**config.mk**
```make
export PLATFORM = sky130hd
export DESIGN_NAME = tpm_spi_transaction_framer_flat
export DESIGN_NICKNAME = d
export VERILOG_FILES = /design/src/rtl/tpmspi_pkg.sv /design/src/rtl/tpmspi_req_if.sv /design/src/rtl/tpmspi_res_if.sv /design/src/rtl/tpmspi_step.sv /design/src/rtl/tpm_spi_transaction_framer.sv /design/src/flat_wrapper.sv
export SDC_FILE = /design/constraint.sdc
export NUM_CORES = 1
export LEC_CHECK = 0
export BUFFER_PORTS_ARGS = -buffer_cell sky130_fd_sc_hd__buf_2
export CAP_MARGIN = 0
export CORE_MARGIN = 10
export CORE_UTILIZATION = 35
export CTS_CLUSTER_SIZE = 16
export DETAILED_ROUTE_END_ITERATION = 10
export PLACE_DENSITY = 0.52
export SYNTH_ARGS = -nofsm -noshare
export SYNTH_HDL_FRONTEND = slang
export SYNTH_SLANG_ARGS = --single-unit
```
**constraint.sdc**
```tcl
create_clock -name clk -period 9.31 [get_ports clk]
set_clock_uncertainty 0.2 [all_clocks]
set_input_delay 0.4655 -clock clk [delete_from_list [all_inputs] [get_ports clk]]
set_output_delay 0.4655 -clock clk [all_outputs]
set_load 0.03 [all_outputs]
```
**src/rtl/tpmspi_pkg.sv**
```systemverilog
// tpm spi framer package: constants, phase codes, item, result and state types, header helpers
// no dependencies; compiled first
`default_nettype none

package tpmspi_pkg;

  localparam int FRAME_MAX   = 64;
  localparam int RETRY_LIMIT = 50;

  localparam int FRAME_W = $clog2(FRAME_MAX + 1);
  localparam int POLL_W  = $clog2(RETRY_LIMIT + 1);

  // header constants
  localparam logic [7:0] READ_FLAG  = 8'h80;
  localparam logic [7:0] HDR_MARKER = 8'hd4;
  localparam logic [7:0] IDLE_BYTE  = 8'h00;

  // request actions
  localparam logic [1:0] ACT_START = 2'd0;
  localparam logic [1:0] ACT_XCHG  = 2'd1;
  localparam logic [1:0] ACT_WDATA = 2'd2;

  // phase codes
  localparam logic [2:0] PH_IDLE       = 3'd0;
  localparam logic [2:0] PH_HEADER     = 3'd1;
  localparam logic [2:0] PH_POLL       = 3'd2;
  localparam logic [2:0] PH_READ       = 3'd3;
  localparam logic [2:0] PH_WAIT_WRITE = 3'd4;
  localparam logic [2:0] PH_WRITE_SLOT = 3'd5;

  // header slot indexes
  localparam logic [1:0] HDR_LEN   = 2'd0;
  localparam logic [1:0] HDR_MARK  = 2'd1;
  localparam logic [1:0] HDR_ADDRH = 2'd2;
  localparam logic [1:0] HDR_ADDRL = 2'd3;

  typedef struct packed {
    logic [1:0]  action;
    logic [15:0] address;
    logic [15:0] length;
    logic        is_read;
    logic [7:0]  miso_byte;
    logic [7:0]  write_byte;
  } item_t;

  typedef struct packed {
    logic        mosi_valid;
    logic [7:0]  mosi_byte;
    logic        release_select;
    logic        read_valid;
    logic [7:0]  read_byte;
    logic        need_write;
    logic        done_res;
    logic        status;
  } result_t;

  typedef struct packed {
    logic [2:0]         phase;
    logic [15:0]        reg_address;
    logic [15:0]        bytes_remaining;
    logic [FRAME_W-1:0] frame_bytes_left;
    logic [1:0]         header_index;
    logic [POLL_W-1:0]  poll_count;
    logic               reading;
  } state_t;

  // bytes in the next frame
  function automatic logic [FRAME_W-1:0] frame_len(input logic [15:0] remaining);
    if (remaining < 16'(FRAME_MAX)) begin
      return remaining[FRAME_W-1:0];
    end
    return FRAME_W'(FRAME_MAX);
  endfunction

  function automatic logic [7:0] header_byte(input logic [1:0] idx, input logic reading,
                                             input logic [FRAME_W-1:0] fbl,
                                             input logic [15:0] addr);
    logic [FRAME_W-1:0] len_m1;
    len_m1 = fbl - FRAME_W'(1);
    case (idx)
      HDR_LEN:   return (reading ? READ_FLAG : 8'h00) | {1'b0, 7'(len_m1)};
      HDR_MARK:  return HDR_MARKER;
      HDR_ADDRH: return addr[15:8];
      default:   return addr[7:0];
    endcase
  endfunction

endpackage

`default_nettype wire

```
**src/rtl/tpmspi_req_if.sv**
```systemverilog
// request channel interface: valid/ready handshake with the framer request fields
// depends on nothing
`default_nettype none

interface tpmspi_req_if;
  logic        valid;
  logic        ready;
  logic [1:0]  action;
  logic [15:0] address;
  logic [15:0] length;
  logic        is_read;
  logic [7:0]  miso_byte;
  logic [7:0]  write_byte;

  modport source (output valid, action, address, length, is_read, miso_byte, write_byte,
                  input ready);
  modport sink   (input valid, action, address, length, is_read, miso_byte, write_byte,
                  output ready);
endinterface

`default_nettype wire

```
**src/rtl/tpmspi_res_if.sv**
```systemverilog
// result channel interface: valid/ready handshake with the framer result fields
// depends on nothing
`default_nettype none

interface tpmspi_res_if;
  logic       valid;
  logic       ready;
  logic       mosi_valid;
  logic [7:0] mosi_byte;
  logic       release_select;
  logic       read_valid;
  logic [7:0] read_byte;
  logic       need_write;
  logic       done_res;
  logic       status;

  modport source (output valid, mosi_valid, mosi_byte, release_select, read_valid, read_byte,
                  need_write, done_res, status, input ready);
  modport sink   (input valid, mosi_valid, mosi_byte, release_select, read_valid, read_byte,
                  need_write, done_res, status, output ready);
endinterface

`default_nettype wire

```
**src/rtl/tpmspi_step.sv**
```systemverilog
// framer next-state logic: one request against the current state gives next state and result
// depends on tpmspi_pkg
`default_nettype none

module tpmspi_step (
  input  tpmspi_pkg::state_t  cur,
  input  tpmspi_pkg::item_t   item,
  output tpmspi_pkg::state_t  nxt,
  output tpmspi_pkg::result_t res
);
  import tpmspi_pkg::*;

  always_comb begin
    logic              go_frame;
    logic              go_payload;
    logic [POLL_W-1:0] poll_inc;

    nxt        = cur;
    res        = '0;
    go_frame   = 1'b0;
    go_payload = 1'b0;
    poll_inc   = cur.poll_count + POLL_W'(1);

    case (item.action)
      ACT_START: begin
        if (cur.phase == PH_IDLE) begin
          nxt.reg_address     = item.address;
          nxt.bytes_remaining = item.length;
          nxt.reading         = item.is_read;
          nxt.poll_count      = '0;
          if (item.length == 16'd0) begin
            res.done_res = 1'b1;
          end else begin
            go_frame = 1'b1;
          end
        end
      end
      ACT_XCHG: begin
        case (cur.phase)
          PH_HEADER: begin
            if (cur.header_index != HDR_ADDRL) begin
              nxt.header_index = cur.header_index + 2'd1;
              res.mosi_valid   = 1'b1;
              res.mosi_byte    = header_byte(nxt.header_index, cur.reading,
                                             cur.frame_bytes_left, cur.reg_address);
            end else if (item.miso_byte[0]) begin
              go_payload = 1'b1;
            end else begin
              nxt.phase      = PH_POLL;
              nxt.poll_count = '0;
              res.mosi_valid = 1'b1;
              res.mosi_byte  = IDLE_BYTE;
            end
          end
          PH_POLL: begin
            nxt.poll_count = poll_inc;
            if (item.miso_byte[0]) begin
              go_payload = 1'b1;
            end else if (poll_inc >= POLL_W'(RETRY_LIMIT)) begin
              // wait-state timeout: drop select and finish with error
              nxt.phase          = PH_IDLE;
              res.release_select = 1'b1;
              res.done_res       = 1'b1;
              res.status         = 1'b1;
            end else begin
              res.mosi_valid = 1'b1;
              res.mosi_byte  = IDLE_BYTE;
            end
          end
          PH_READ, PH_WRITE_SLOT: begin
            if (cur.phase == PH_READ) begin
              res.read_valid = 1'b1;
              res.read_byte  = item.miso_byte;
            end
            nxt.frame_bytes_left = cur.frame_bytes_left - FRAME_W'(1);
            nxt.bytes_remaining  = cur.bytes_remaining - 16'd1;
            if (nxt.frame_bytes_left != '0) begin
              go_payload = 1'b1;
            end else if (nxt.bytes_remaining != 16'd0) begin
              go_frame = 1'b1;
            end else begin
              nxt.phase    = PH_IDLE;
              res.done_res = 1'b1;
            end
          end
          default: begin
          end
        endcase
      end
      ACT_WDATA: begin
        if (cur.phase == PH_WAIT_WRITE) begin
          nxt.phase          = PH_WRITE_SLOT;
          res.mosi_valid     = 1'b1;
          res.mosi_byte      = item.write_byte;
          res.release_select = (cur.frame_bytes_left == FRAME_W'(1));
        end
      end
      default: begin
      end
    endcase

    // open a new frame with its length byte
    if (go_frame) begin
      nxt.frame_bytes_left = frame_len(nxt.bytes_remaining);
      nxt.header_index     = HDR_LEN;
      nxt.phase            = PH_HEADER;
      res.mosi_valid       = 1'b1;
      res.mosi_byte        = header_byte(HDR_LEN, nxt.reading, nxt.frame_bytes_left,
                                         nxt.reg_address);
    end

    // next payload slot
    if (go_payload) begin
      if (nxt.reading) begin
        nxt.phase          = PH_READ;
        res.mosi_valid     = 1'b1;
        res.mosi_byte      = IDLE_BYTE;
        res.release_select = (nxt.frame_bytes_left == FRAME_W'(1));
      end else begin
        nxt.phase      = PH_WAIT_WRITE;
        res.need_write = 1'b1;
      end
    end
  end

endmodule

`default_nettype wire

```
**src/rtl/tpm_spi_transaction_framer.sv**
```systemverilog
// top level of the tpm spi transaction framer: state register, step logic, result register
// depends on tpmspi_pkg, tpmspi_req_if, tpmspi_res_if, tpmspi_step
`default_nettype none

// channel | dir | handshake   | carries
// req     | in  | valid/ready | action, address, length, is_read, miso_byte, write_byte
// res     | out | valid/ready | mosi_valid, mosi_byte, release_select, read_valid,
//         |     |             | read_byte, need_write, done_res, status
//
// every request gives exactly one result, held in the result register from the cycle after it is taken
// a request is taken in any cycle where the result register is empty or being emptied,
// so back-to-back requests run at one per cycle; the result register is the only stage
// a stalled result holds in its register and stops further requests until it leaves
// rst (synchronous) returns the framer to idle with all counts cleared and no result held

module tpm_spi_transaction_framer (
  input  wire logic     clk,
  input  wire logic     rst,
  tpmspi_req_if.sink    req,
  tpmspi_res_if.source  res
);
  import tpmspi_pkg::*;

  state_t  state;
  state_t  state_next;
  item_t   item;
  result_t result;
  result_t result_next;
  logic    res_valid;
  logic    take;

  // a request may enter while the held result is leaving
  assign req.ready = !res_valid || res.ready;
  assign take      = req.valid && req.ready;

  assign item.action     = req.action;
  assign item.address    = req.address;
  assign item.length     = req.length;
  assign item.is_read    = req.is_read;
  assign item.miso_byte  = req.miso_byte;
  assign item.write_byte = req.write_byte;

  // framing decisions: header slots, polling, payload and frame boundaries
  tpmspi_step u_step (
    .cur  (state),
    .item (item),
    .nxt  (state_next),
    .res  (result_next)
  );

  // framer state advances only on a taken request
  always_ff @(posedge clk) begin
    if (rst) begin
      state <= '0;
    end else if (take) begin
      state <= state_next;
    end
  end

  // result register with its valid flag
  always_ff @(posedge clk) begin
    if (rst) begin
      res_valid <= 1'b0;
    end else if (take) begin
      res_valid <= 1'b1;
    end else if (res.ready) begin
      res_valid <= 1'b0;
    end
  end

  // result payload, no reset needed
  always_ff @(posedge clk) begin
    if (take) begin
      result <= result_next;
    end
  end

  assign res.valid          = res_valid;
  assign res.mosi_valid     = result.mosi_valid;
  assign res.mosi_byte      = result.mosi_byte;
  assign res.release_select = result.release_select;
  assign res.read_valid     = result.read_valid;
  assign res.read_byte      = result.read_byte;
  assign res.need_write     = result.need_write;
  assign res.done_res       = result.done_res;
  assign res.status         = result.status;

endmodule

`default_nettype wire

```
**src/flat_wrapper.sv**
```systemverilog
// flat-port wrapper written by rule: the top's interface ports become plain ports
module tpm_spi_transaction_framer_flat import tpmspi_pkg::*;
  (clk, rst, req_valid, req_action, req_address, req_length, req_is_read, req_miso_byte, req_write_byte, req_ready, res_valid, res_mosi_valid, res_mosi_byte, res_release_select, res_read_valid, res_read_byte, res_need_write, res_done_res, res_status, res_ready);
  tpmspi_req_if req_i ();
  tpmspi_res_if res_i ();
  input  wire logic clk;
  input  wire logic rst;
  input wire logic [$bits(req_i.valid)-1:0] req_valid;
  input wire logic [$bits(req_i.action)-1:0] req_action;
  input wire logic [$bits(req_i.address)-1:0] req_address;
  input wire logic [$bits(req_i.length)-1:0] req_length;
  input wire logic [$bits(req_i.is_read)-1:0] req_is_read;
  input wire logic [$bits(req_i.miso_byte)-1:0] req_miso_byte;
  input wire logic [$bits(req_i.write_byte)-1:0] req_write_byte;
  output wire logic [$bits(req_i.ready)-1:0] req_ready;
  output wire logic [$bits(res_i.valid)-1:0] res_valid;
  output wire logic [$bits(res_i.mosi_valid)-1:0] res_mosi_valid;
  output wire logic [$bits(res_i.mosi_byte)-1:0] res_mosi_byte;
  output wire logic [$bits(res_i.release_select)-1:0] res_release_select;
  output wire logic [$bits(res_i.read_valid)-1:0] res_read_valid;
  output wire logic [$bits(res_i.read_byte)-1:0] res_read_byte;
  output wire logic [$bits(res_i.need_write)-1:0] res_need_write;
  output wire logic [$bits(res_i.done_res)-1:0] res_done_res;
  output wire logic [$bits(res_i.status)-1:0] res_status;
  input wire logic [$bits(res_i.ready)-1:0] res_ready;
  assign req_i.valid = req_valid;
  assign req_i.action = req_action;
  assign req_i.address = req_address;
  assign req_i.length = req_length;
  assign req_i.is_read = req_is_read;
  assign req_i.miso_byte = req_miso_byte;
  assign req_i.write_byte = req_write_byte;
  assign req_ready = req_i.ready;
  assign res_valid = res_i.valid;
  assign res_mosi_valid = res_i.mosi_valid;
  assign res_mosi_byte = res_i.mosi_byte;
  assign res_release_select = res_i.release_select;
  assign res_read_valid = res_i.read_valid;
  assign res_read_byte = res_i.read_byte;
  assign res_need_write = res_i.need_write;
  assign res_done_res = res_i.done_res;
  assign res_status = res_i.status;
  assign res_i.ready = res_ready;
  tpm_spi_transaction_framer u_core (.clk(clk), .rst(rst), .req(req_i), .res(res_i));
endmodule
```
# After elaboration in Yosys (flattened, before gate mapping)
# Index checks and enable logic that the tools add are counted.
[totals]
ff_bits = 74
inputBits = 55
output_inout_bits = 24
elab_cells = 142
[op_classes]
add_sub_neg = 5
order_cmp = 2
eq_ne = 24
muxes = 68
bitwise = 4
n_reduce_logical = 23
[op_table]
columns = ["op", "n"]
rows = [
  ["2-to-1 mux 9 bit", 7],
  ["2-to-1 mux 10 bit", 4],
  ["case mux 16 bit (2 select lines)", 1],
  ["2-to-1 mux 3 bit", 10],
  ["!= test 5 bit, second input constant", 6],
  ["2-to-1 mux 7 bit", 4],
  ["case mux 6 bit (2 select lines)", 2],
  ["case mux 8 bit (3 select lines)", 1],
  ["2-to-1 mux 23 bit", 1],
  ["2-to-1 mux 1 bit", 21],
  ["case mux 10 bit (2 select lines)", 1],
  ["case mux 9 bit (2 select lines)", 1],
  ["zero test 16 bit", 1],
  ["less-than comparator 16 x 7 -> 1 bit, second input constant", 1],
  ["2-to-1 mux 16 bit", 1],
  ["2-to-1 mux 8 bit", 2],
  ["bitwise OR 8 x 7 -> 8 bit", 2],
  ["nonzero test 16 bit", 1],
  ["subtractor 16 x 1 -> 16 bit, second input constant", 1],
  ["== test 7 x 1 -> 1 bit, second input constant", 2],
  ["subtractor 7 x 1 -> 7 bit, second input constant", 2],
  ["2-to-1 mux 6 bit", 2],
  ["AND reduction 10 bit", 1],
  ["nonzero test 2 bit", 5],
  ["other kinds (32)", 46],
]

# Depth between registers and ports, before layout
# Gate-level depths: netlist of run 1.
[depth]
depth_word = 14
ltp_mapped = 16
ltp_nobuf = 14

# Cells and area by module
# A second synthesis of run 1 with hierarchy kept.
[unflattened]
hier_cells = 682
hier_area_um2 = 5988.2
[by_module_without_submodules]
columns = ["module", "instances", "cells_per_inst", "area_per_inst_um2", "seq_area_each_um2"]
rows = [
  ["tpm_spi_transaction_framer", 1, 261, 3467.1, 1701.6],
  ["tpmspi_step", 1, 421, 2521.2, 0.0],
]

# Worst setup path after synthesis of run 1
# OpenSTA, ideal clock, no wires.
[synth_path]
path_kind = "input port to flip-flop"
start = "input req_action[0]"
end = "register u_core.result (netlist bit u_core.res.mosi_byte[2]), data pin"
setup_ns = 0.261
arrival_ns = 3.450
required_ns = 8.849
path_slack_ns = 5.400
path_stages = 14
n_path_buf = 2
cell_sequence = "inv_1 > ha_1 > or4b_4 > buf_6 > nor2_8 > o22ai_1 > a222oi_1 > o2111ai_1 > nor4_4 > buf_6 > nand2_1 > ha_1 > and2_1 > a221o_1"
[synth_lines]
columns = ["item", "line", "text"]
rows = [
  ["start, declared", "flat_wrapper.sv:9", "input wire logic [$bits(req_i.action)-1:0] req_action;"],
  ["end signal, assigned", "tpm_spi_transaction_framer.sv:74", "result <= result_next;"],
  ["end, declared", "tpm_spi_transaction_framer.sv:27", "result_t result;"],
]

==> impl.org, run 1 <==
** Outcome
- Result of the run :: finished, final reports clean

** Timing
- Setup violations remaining at the end of the flow were counted as 0.
- Final critical path time including I/O delays and setup :: 5.165 ns
- Worst-margin pin slew :: 1.251 ns
- Slew margin rel. :: 0.1593
- Final TNS setup :: 0 ns
- Max-slew violation count :: 0
- Tcrit/Tclk final :: 0.5548
- Highest attainable clock frequency :: ~190 MHz
- The number of hold-slack violations in the final timing report came to 0.
- Setup repair after global routing left no endpoint under its margin.

** Finish
- The library cells used most frequently in the layout, excluding fill and tap cells, are nand2_1, buf_2, nor2_1.
- Area used by sequential logic in the layout :: 1702 sq um
- 0 antenna diodes ended up in the layout.
- After filler insertion, the fill cell instance count of the layout stands at 1,447.
- Multi-input gate area in the final layout :: 3103 sq um
- Of the cells placed in the final design, the portion with a size suffix greater than 1 is 0.1657.
- Leading cell type in the layout, fill and taps excluded :: nand2_1
- Relative to the synthesized area, the layout overhead comes to 14.66%.
- The final layout contains 755 nets.
- Once layout is complete, the cells apart from fillers number 872.

** Critical path
- Register-to-register setup slack :: roughly 4.3 ns
- Capture point of the worst reg-to-reg path :: u_core.res.mosi_byte[2]$_DFFE_PP_
- Kind of end point of the critical path :: flip-flop
- The worst setup path is launched from an input pin.
- Worst Path Class, Setup :: in2reg
- Worst EP required :: 9.21 ns
- In this run the critical register-to-register path is launched from u_core.state[49]$_SDFFE_PP0P_.
- Data arrival time of the critical path :: 5.07 ns
- Maximum fanout along the worst path :: 17
- Cell count of the worst reg-to-reg path :: 10

** Floorplanning
- Initial core utilization :: 0.3545
- Pin placement for this block handled 79 I/O pins.
- The die covers 19,780 sq um.
- Vert. Die Dim :: between 100 and 150 microns
- After floorplanning, the core was sized to cover 14,370 sq um.
- Row generation in the floorplan step produced 44 rows.
- Die Wd :: 140.6 microns

** Logic synthesis
- In this run, synthesis produced a sequential element count of 74.
- Part of the Yosys area used for sequential elements :: 0.3341
- The most used flip-flop cell after synthesis is dfxtp_1.
- Synthesis produced a netlist whose cell count is 634.
- During synthesis, Yosys emitted a total of 0 warnings.
- Total nets after synthesis :: 706
- Count of flip-flops with a built-in enable after synthesis :: 22
- Yosys mapped the design onto 78 distinct sky130hd cell types.
- Post-synthesis instance area :: 5094 sq um
- After synthesis, the share of flip-flops with an asynchronous set or reset is 0.
- Dividing the synthesized area by the synthesized cell count gives 8.034 sq um.

** Pwr
- LEAKAGE :: 2.160 nW
- Max IR drop VDD :: ~0.00009 V
- After layout, the design draws a total of 0.9421 mW.
- Total power density per cell area :: around 160 nW/um^2

** Clocking
- CTS placed an instance of clkbuf_16 at the clock tree root.
- After clock tree synthesis, the clock-pin slew on the worst setup and hold paths is 0.07 ns.
- Post_cts resized :: 0
- The H-tree was split into 3 levels.
- Worst-Skew Late Latency :: roughly 0.35 ns
- Clock tree from TritonCTS :: done
- Counting every sink on the clock net gives 74.
- Deepest clock path buffer count :: 2
- Cts hold-fix bufs :: 0
- The number of clock buffers added by TritonCTS is 9.
- In this run the post-CTS setup repair buffer count came out at 0.

** Placed design
- The congestion estimate from routability-driven global placement came to 0.8971.
- Buffers placed on the I/O ports in this run total 78.
- Detail Placement HPWL :: approximately 12,000 microns
- Count of placed standard cells including taps :: 856

** Job
- The tool flagged a number of max-cap violations equal to 0.

** Detailed routing
- Ratio of routed vias to standard cells :: around 5.7
- The pre-antenna-repair detailed-routing pass consisted of 5 iterations.
- The final route contains 4,994 vias.
- Violation count after the first detailed-routing iteration :: between 400 and 500
- Wire per inst :: about 19 microns
- In the routed design, unresolved DRC markers number 0.
- Total length of routed wires :: about 17,000 microns
- Once detail routing completed, the nets flagged for antenna violations numbered 0.

** Hold path
- The worst hold path passes through 3 cells.
- Class of the worst hold path :: in2reg
- The startpoint identified for the worst hold timing path is req_address[8].
- End point of the most critical hold path :: u_core.state[40]$_SDFFE_PP0P_

** Global route
- Total global routing track utilization :: 0.1631
- First-pass GRT wire length :: between 20,000 and 30,000 microns
- Largest net degree at the start of global routing :: 52
- Summed over all layers, the global routing overflow is 0.
- Via count of the first global-routing pass :: about 4,900
- The initial antenna violation count was 0.
power breakdown:
part	internal [mW]	total, mW	switching (mW)
clock	0.208	0.354	0.146
combinational	0.0761	0.213	0.137
sequential	0.350	0.374	0.0248
stage by stage:
stage | setup slack [ns] | hold WS, ns | utilization | instance area, sq um
4_1_cts | 4.196 | 0.1420 | 0.4065 | 5841
5_1_grt | 3.897 | 0.1618 | 0.4065 | 5841
6_report | 4.145 | 0.1504 | 0.4065 | 5841
3_5_place_dp | 3.874 | 0.2542 | 0.3859 | 5545
2_1_floorplan | 5.400 | 0.2332 | - | 5094
3_3_place_gp | 4.033 | 0.2486 | 0.3859 | 5545
state kept, by name, summed over array words and instances (netlist names):
signal                     flops
u_core.state                  51
u_core.res.read_byte           8
u_core.res.read_valid          1
u_core.res.mosi_valid          1
u_core.res.status              1
u_core.res.need_write          1
u_core.res.mosi_byte           8
u_core.res.valid               1
u_core.res.release_select      1
u_core.res.done_res            1
area by class of cell:
class                   count  share of cell area
clock inverters             6             0.01135
repair buffers             81             0.07069
inverters                  26             0.01671
clock buffers              10             0.03920
flip-flops and latches     74              0.2913
well taps                 184             0.03942
multi-input cells         491              0.5313
per-layer routing:
metal,GRT usage,routed length (microns)
met1,0.2167,7715
met2,0.2594,7530
met3,0.02922,1067
met4,0.05543,231
met5,0,0
worst max-delay path: stages:
cell	delay (ns)
buf_2	0.12
inv_1	0.07
ha_1	0.54
nand2_1	0.21
nor3_1	1.00
nor2_1	0.29
a211oi_2	0.34
o2111ai_1	0.20
nor4_4	0.88
nand2_1	0.14
ha_1	0.31
and2_1	0.17
a221o_1	0.32
worst max-delay path by stage:
| stage | from | endpoint | slack, ns |
|---|---|---|---|
| 2_1_floorplan | req_action[0] | u_core.res.mosi_byte[2]$_DFFE_PP_ | 5.40 |
| 3_3_place_gp | req_action[1] | u_core.res.mosi_byte[2]$_DFFE_PP_ | 4.03 |
| 3_5_place_dp | req_action[1] | u_core.res.mosi_byte[2]$_DFFE_PP_ | 3.87 |
| 4_1_cts | req_action[1] | u_core.res.mosi_byte[2]$_DFFE_PP_ | 4.20 |
| 5_1_grt | req_action[1] | u_core.res.mosi_byte[2]$_DFFE_PP_ | 3.90 |
| 6_report | req_action[1] | u_core.res.mosi_byte[2]$_DFFE_PP_ | 4.15 |
synth_stat cells (all sizes together), types with 7 or more instances:
master	number	area share
buf	12	0.016
a21oi	54	0.055
nand3	15	0.017
a211oi	13	0.020
clkbuf	31	0.023
a22o	11	0.019
nor3	24	0.024
nand2	84	0.062
a22oi	8	0.012
nor2	60	0.047
and2	11	0.014
a221oi	8	0.015
o31ai	8	0.013
dfxtp	52	0.20
o21ai	33	0.032
edfxtp	22	0.13
nor4	13	0.025
nand2b	7	0.0086
xnor2	9	0.015
ha	17	0.042
inv	26	0.019
kinds of logic (layout without fill, tap and decap cells):
group	count (synthesis)	after routing	synth area share
AOI/OAI and AO/OA	194	194	0.2638
xor gates and xnor gates	15	15	0.02579
adders and majority gates	17	17	0.04176
buffers and inverters	69	123	0.05797
DFF	74	74	0.3341
muxes	6	6	0.01228
and+or+nand+nor	259	259	0.2643
Note: power is estimated with default switching activity, not from simulation.
==> run 2, diff against run 1 <==
- clock period: 9.31 -> 5.2 ns (I/O delays scaled with it)
==> impl.org, run 2 (synthesis gave the netlist of run 1 again) <==
** Clocking
- The deepest clock path buffer count came to 2 (unchanged).
- Maximum level of the CTS H-tree :: 3 (unchanged)
- The number of buffers inserted for hold repair after clock tree synthesis was 25 (+25).
- Post_cts resized :: 0 (unchanged)
- The total clock sinks was 74 (unchanged).
- The number of buffers created by CTS is 9 (unchanged).
- CTS root buffer :: clkbuf_16
- Post-CTS setup buffer count :: 0 (unchanged)
- Worst-Skew Late Latency :: 0.35 ns (about the same)
- TritonCTS built the clock tree.
- The clock-pin slew of the registers on the worst-case setup and hold paths was 0.06 ns (about the same).

** Detailed routing
- The average via count per standard cell came to 5.633 (-1.6%).
- Total length of routed wires :: 16,700 microns (+0.96%)
- Total vias in the final route :: 5,070 (+1.5%)
- The initial detailed-routing violation count was 469 (-0.21%).
- The final routed DRC violation total is 0 (unchanged).
- Wire per inst :: 18.56 microns (-2.2%)
- The residual antenna-violating net count after detailed routing was 0 (unchanged).
- Initial DRT Pass Iterations :: 5 (unchanged)

** Pwr
- Total power :: 1.675 mW (+78%)
- The internal power is 1.129 mW (+78%).
- Comb power frac :: 0.241 (+0.014)
- LEAKAGE :: 2.285 nW (+5.8%)
- The sequential power share came to 0.400 (+0.003).
- The switching part of the total power came to 0.3260 (-0.001221).
- Switching power summed over all nets :: 0.5459 mW (+77%)
- Total power density per cell area :: 274.5 nW/um^2 (+70%)
- The worst IR drop on VDD came to 0.0001608 V (+78%).
- The part of the power in the clock network was 0.359 (-0.017).

** Finish
- Counting flops per register, the top entry is u_core.state.
- Final antenna diode count :: 0 (unchanged)
- From synthesis to final layout, the design area changed by 19.77%.
- The area taken by multi-input logic gates is 3103 sq um (unchanged).
- Number of filler instances in the final layout :: 1,459 (+0.83%)
- The number of nets at the end of the flow is 783 (+3.7%).
- Leading cell type in the layout, fill and taps excluded :: nand2_1
- Share of final-layout standard cells stronger than drive strength 1 :: 0.1634 (-0.002290)
- In the layout the commonest cells are nand2_1, buf_2, nor2_1.
- Largest register FFs :: 51 (unchanged)
- Post-layout utilization of the core :: 0.4246 (+0.01811)
- Post-route non-filler standard cell count :: 900 (+3.2%)
- The total area of sequential cells was 1702 sq um (unchanged).
- The final cell area excluding filler cells was 6101 sq um (+4.5%).

** Timing
- Setup repair after global routing left no endpoint under its margin.
- Worst-margin pin slew :: 1.188 ns (-0.06299 ns)
- The number of hold-slack violations in the final timing report came to 0 (unchanged).
- The worst path needs 4.110 ns of the cycle, external delays included.
- Based on the critical path, the design can be clocked at up to between 200 and 250 MHz.
- Max-slew violation count :: 0 (unchanged)
- The final-report setup violation count was 0 (unchanged).
- Final worst-path setup slack :: 1.090 ns (-3.056 ns)
- Tcrit/Tclk final :: 0.7905
- Final TNS setup :: 0 ns (unchanged)
- Worst hold margin :: 0.04127 ns (-0.1091 ns)
- The relative max-transition margin is 0.2048 (+0.04548).

** Floorplanning
- The overall die area was 19,780 sq um (unchanged).
- The number of core rows is 44 (unchanged).
- The initial core utilization was 0.3545 (unchanged).
- Boundary Pins :: 79 (unchanged)
- Die Wd :: 140.6 microns (unchanged)
- Placeable Area :: 14,370 sq um (unchanged)
- Vert. Die Dim :: 140.6 microns (unchanged)

** Placed design
- Count of placed standard cells including taps :: 859 (+0.35%)
- The placed instance area is 5568 sq um (+0.41%).
- IO buf count :: 78 (unchanged)
- The final weighted congestion in routability-driven placement was 0.8651 (-3.6%).
- The setup slack at placement came to 1.009 ns (-2.865 ns).
- The total half-perimeter wirelength after legalization and detailed placement came to 12,170 microns (+0.68%).

** Critical path
- The worst setup path is launched from a flip-flop.
- Maximum fanout along the worst path :: 28 (+11)
- The data required time at the worst endpoint was 5.10 ns (-4.11 ns).
- Worst Path Class, Setup :: reg2reg
- Kind of end point of the critical path :: flip-flop
- The data arrival time of the critical path came to 4.01 ns (-1.06 ns).

** Hold path
- The min-delay analysis places its worst path in the category in2reg.

** Global route
- First-pass GRT wire length :: 26,760 microns (+1.4%)
- The initial antenna violation count was 0 (unchanged).
- Via count of the first global-routing pass :: 4,932 (+0.10%)
- The global-route congestion overflow total came to 0 (unchanged).
- Largest net degree at the start of global routing :: 48 (-7.7%)
- The all-layer global routing usage was 0.1651 (+0.002020).

** Job
- Number of max-cap violations :: 0 (unchanged)

** Outcome
- Result of the run :: finished, final reports clean
## run 2: final cells by class
class	instances	area share
inverters	26	0.01600
repair buffers	109	0.1124
well taps	184	0.03774
multi-input cells	491	0.5086
flip-flops and latches	74	0.2789
clock inverters	4	0.004102
clock buffers	12	0.04225
## run 2: path summary, 6_finish.rpt
check / from / slack (ns) / endpoint / cells past startpoint
worst max-delay path: u_core.state[49]$_SDFFE_PP0P_ / 1.09 / u_core.res.mosi_byte[2]$_DFFE_PP_ / 11
worst max register to register: u_core.state[49]$_SDFFE_PP0P_ / 1.09 / u_core.res.mosi_byte[2]$_DFFE_PP_ / 11
worst min-delay path: res_ready / 0.04 / u_core.res.valid$_SDFFE_PP0P_ / 3
worst min register to register: u_core.state[36]$_SDFFE_PP0P_ / 0.26 / u_core.state[36]$_SDFFE_PP0P_ / 2
## run 2: power groups by stage
stage | clock network, mW | registers (mW) | logic [mW]
2_1_floorplan | 0 | 0.677 | 0.275
3_3_place_gp | 0 | 0.681 | 0.384
3_5_place_dp | 0 | 0.681 | 0.383
4_1_cts | 0.617 | 0.668 | 0.400
5_1_grt | 0.642 | 0.674 | 0.441
6_report | 0.601 | 0.670 | 0.403
## run 2: metal layers
layer | vias to the layer above | global-route usage | share of wire
li1 | 2513 | - | -
met4 | 0 | 0.05163 | 0.016
met2 | 173 | 0.2500 | 0.44
met1 | 2367 | 0.2254 | 0.48
met3 | 17 | 0.03964 | 0.067
met5 | - | 0 | 0
## run 2: critical path: stages (launching register included)
cell	delay [ns]
dfxtp_1	0.69
xor2_1	0.25
nand3_2	0.49
nor2_1	0.11
a222oi_1	0.43
o2111ai_1	0.26
nor4_4	0.31
buf_4	0.26
nand2_1	0.09
ha_1	0.27
and2_1	0.16
a221o_1	0.32
==> run 3, diff against run 2 <==
- clock period: 5.2 -> 4.1 ns (I/O delays scaled with it)
==> impl.org, run 3 (synthesis gave the netlist of run 1 again) <==
** Detailed routing
- Violation count after the first detailed-routing iteration :: 514 (+9.6%)
- The average via count per standard cell is 5.670 (+0.66%).
- Number of antenna-violating nets in the routed design :: 0 (unchanged)
- Total length of routed wires :: 17,310 microns (+3.6%)
- Initial DRT Pass Iterations :: 5 (unchanged)
- The final routed DRC violation total is 0 (unchanged).
- Wire per inst :: 18.77 microns (+1.1%)
- The via count came to 5,228 (+3.1%).

** Floorplanning
- Placeable Area :: 14,370 sq um (unchanged)
- Initial core utilization :: 0.3545 (unchanged)
- The count of boundary I/O pins came to 79 (unchanged).
- The vertical die dimension was 140.6 microns (unchanged).
- Number of placement rows :: 44 (unchanged)
- The overall die area came to 19,780 sq um (unchanged).
- Die Wd :: 140.6 microns (unchanged)

** Outcome
- The run finished with clean final reports.

** Hold path
- The number of cells traversed by the worst hold path was 2 (-1).
- Class of the worst hold path :: in2reg

** Pwr
- LEAKAGE :: 2.392 nW (+4.7%)
- Total power density per cell area :: 350.3 nW/um^2 (+28%)
- Max IR drop VDD :: 0.0001498 V (-6.8%)

** Critical path
- The worst setup path is captured at a flip-flop.
- The maximum net fanout on the critical path is 8 (-71%).
- The count of cells along the worst register-to-register path came to 13 (+2).
- STA classifies the critical path startpoint as a flip-flop.
- The data arrival time of the critical path was 3.72 ns (-0.29 ns).
- Worst EP required :: 4.00 ns (-1.10 ns)
- The register-to-register setup slack was 0.28 ns (-0.81 ns).
- The critical path is of the reg2reg type.

** Finish
- Number of filler instances in the final layout :: 1,439 (-1.4%)
- Register bank with the most flops :: u_core.state
- The final cell count without fillers came to 922 (+2.4%).
- The number of flip-flops under the largest register name is 51 (unchanged).
- The fraction of final layout cells sized beyond drive strength 1 came to 0.1870 (+0.02358).
- The library cells used most frequently in the layout, excluding fill and tap cells, are nand2_1, buf_2, nor2_1.
- Leading cell type in the layout, fill and taps excluded :: nand2_1
- Area added between synthesis and finish :: 23.34%
- Final antenna diode count :: 0 (unchanged)
- Nets :: 805 (+2.8%)
- Post-layout utilization of the core :: 0.4372 (+0.01263)

** Global route
- Met2 Usage GRT :: 0.2571 (+0.007143)
- The global-route congestion overflow total came to 0 (unchanged).
- The pin count of the biggest net entering global routing is 48 (unchanged).
- The met1 routing resource usage after global routing came to 0.2309 (+0.005578).
- Via count of the first global-routing pass :: 4,968 (+0.73%)
- The all-layer global routing usage came to 0.1690 (+0.003884).
- Fraction of met3 tracks used by global routing :: 0.03090 (-0.008734)
- The layer flagged by global routing as most heavily used is met2.
- The initial antenna violation count is 0 (unchanged).
- The wire length of the first global-routing pass was 27,190 microns (+1.6%).

** Clocking
- Clock sink total :: 74 (unchanged)
- The number of buffers created by CTS is 9 (unchanged).
- Clock tree from TritonCTS :: done
- Register clock-pin slew on the reported worst setup and hold paths :: 0.06 ns (about the same)
- CTS root buffer :: clkbuf_16
- The deepest clock path buffer count is 2 (unchanged).
- Maximum level of the CTS H-tree :: 3 (unchanged)
- Post-CTS setup buffer count :: 0 (unchanged)
- The insertion delay to the later sink of the worst-skew pair is 0.35 ns (about the same).

** Placed design
- Detail Placement HPWL :: 12,750 microns (+4.8%)
- IO buf count :: 78 (unchanged)
- The number of placed cells counting well taps was 880 (+2.4%).
- The final weighted congestion in routability-driven placement is 0.9380 (+8.4%).

** Timing
- The final count of pins violating max slew came to 0 (unchanged).
- Worst-margin pin slew :: 0.7376 ns (-0.4508 ns)
- The maximum clock rate was 261.8 MHz (+7.6%).
- The post-route minimum period is 3.820 ns (-0.2901 ns).
- Hold violation count in the final report :: 0 (unchanged)
- Number of endpoints failing setup at the final stage :: 0 (unchanged)
- RSZ-0062 raised after global routing :: no
- The final cycle utilization of the critical path was 0.9318 (+0.1413).
- The relative max-transition margin was 0.5037 (+0.2989).
- The final-layout setup total negative slack came to 0 ns (unchanged).
- The final-layout worst hold slack is 0.02807 ns (-0.01319 ns).

** Job
- The max-capacitance violation count was 0 (unchanged).
run 3: cell count changes in the layout (fill, tap and decap cells not counted), sizes merged:
cell	change
inv	-1
clkinvlp	+1
bufinv	+1
buf	+21
clkbuf	-2
dlygate4sd3	+1
clkinv	+1
run 3: final timing paths:
kind	start	endpoint
min reg2reg	u_core.state[44]$_SDFFE_PP0P_	u_core.state[44]$_SDFFE_PP0P_
min	req_miso_byte[0]	u_core.res.read_byte[0]$_SDFFCE_PN0P_
max reg2reg	u_core.state[16]$_SDFFE_PP0P_	u_core.res.mosi_byte[2]$_DFFE_PP_
max	u_core.state[16]$_SDFFE_PP0P_	u_core.res.mosi_byte[2]$_DFFE_PP_
run 3: stage by stage:
step / power [mW] / area, sq um / setup WS, ns
final: 2.201 / 6282 / 0.2797
after global placement: 1.386 / 5725 / 0.3138
after global routing: 2.314 / 6282 / 0.1059
after detailed placement: 1.386 / 5725 / 0.1348
after CTS: 2.215 / 6282 / 0.3179
after floorplan: 1.208 / 5094 / 0.3912
run 3: area by class of cell:
class	count	area, sq um	share of cell area
tap	184	230.2	0.03665
timing repair buffer	131	853.3	0.1358
clock buffer	10	229.0	0.03645
multi-input combinational	491	3103	0.4939
clock inverter	6	67.56	0.01075
inverter	26	97.59	0.01553
sequential	74	1702	0.2709
run 3: timing repair:
item,CTS,global route
hold buffers,26,0
gates resized for setup,0,0
hold endpoints to repair,25,0
run 3: critical path, cell delays in order (launching register included):
cell and delay, ns:
dfxtp_1 0.49, inv_1 0.11, ha_1 0.22, buf_4 0.16, or3b_1 0.18, buf_4 0.15, nor2_1 0.05, a222oi_1 0.42
o2111ai_1 0.25, nor4_4 0.49, nand2_1 0.11, ha_1 0.28, and2_1 0.16, a221o_1 0.31
run 3: power by group:
part | switching (mW) | internal, mW | total [mW]
Clock | 0.330 | 0.473 | 0.803
Sequential | 0.0481 | 0.794 | 0.842
Combinational | 0.337 | 0.219 | 0.556
Total | 0.715 | 1.49 | 2.20
run 3: metal layers:
| metal | routed length, microns | part of all wire |
|---|---|---|
| met5 | 0 | 0 |
| met4 | 338 | 0.020 |
| met3 | 1110 | 0.064 |
| met2 | 7738 | 0.45 |
| met1 | 8118 | 0.47 |
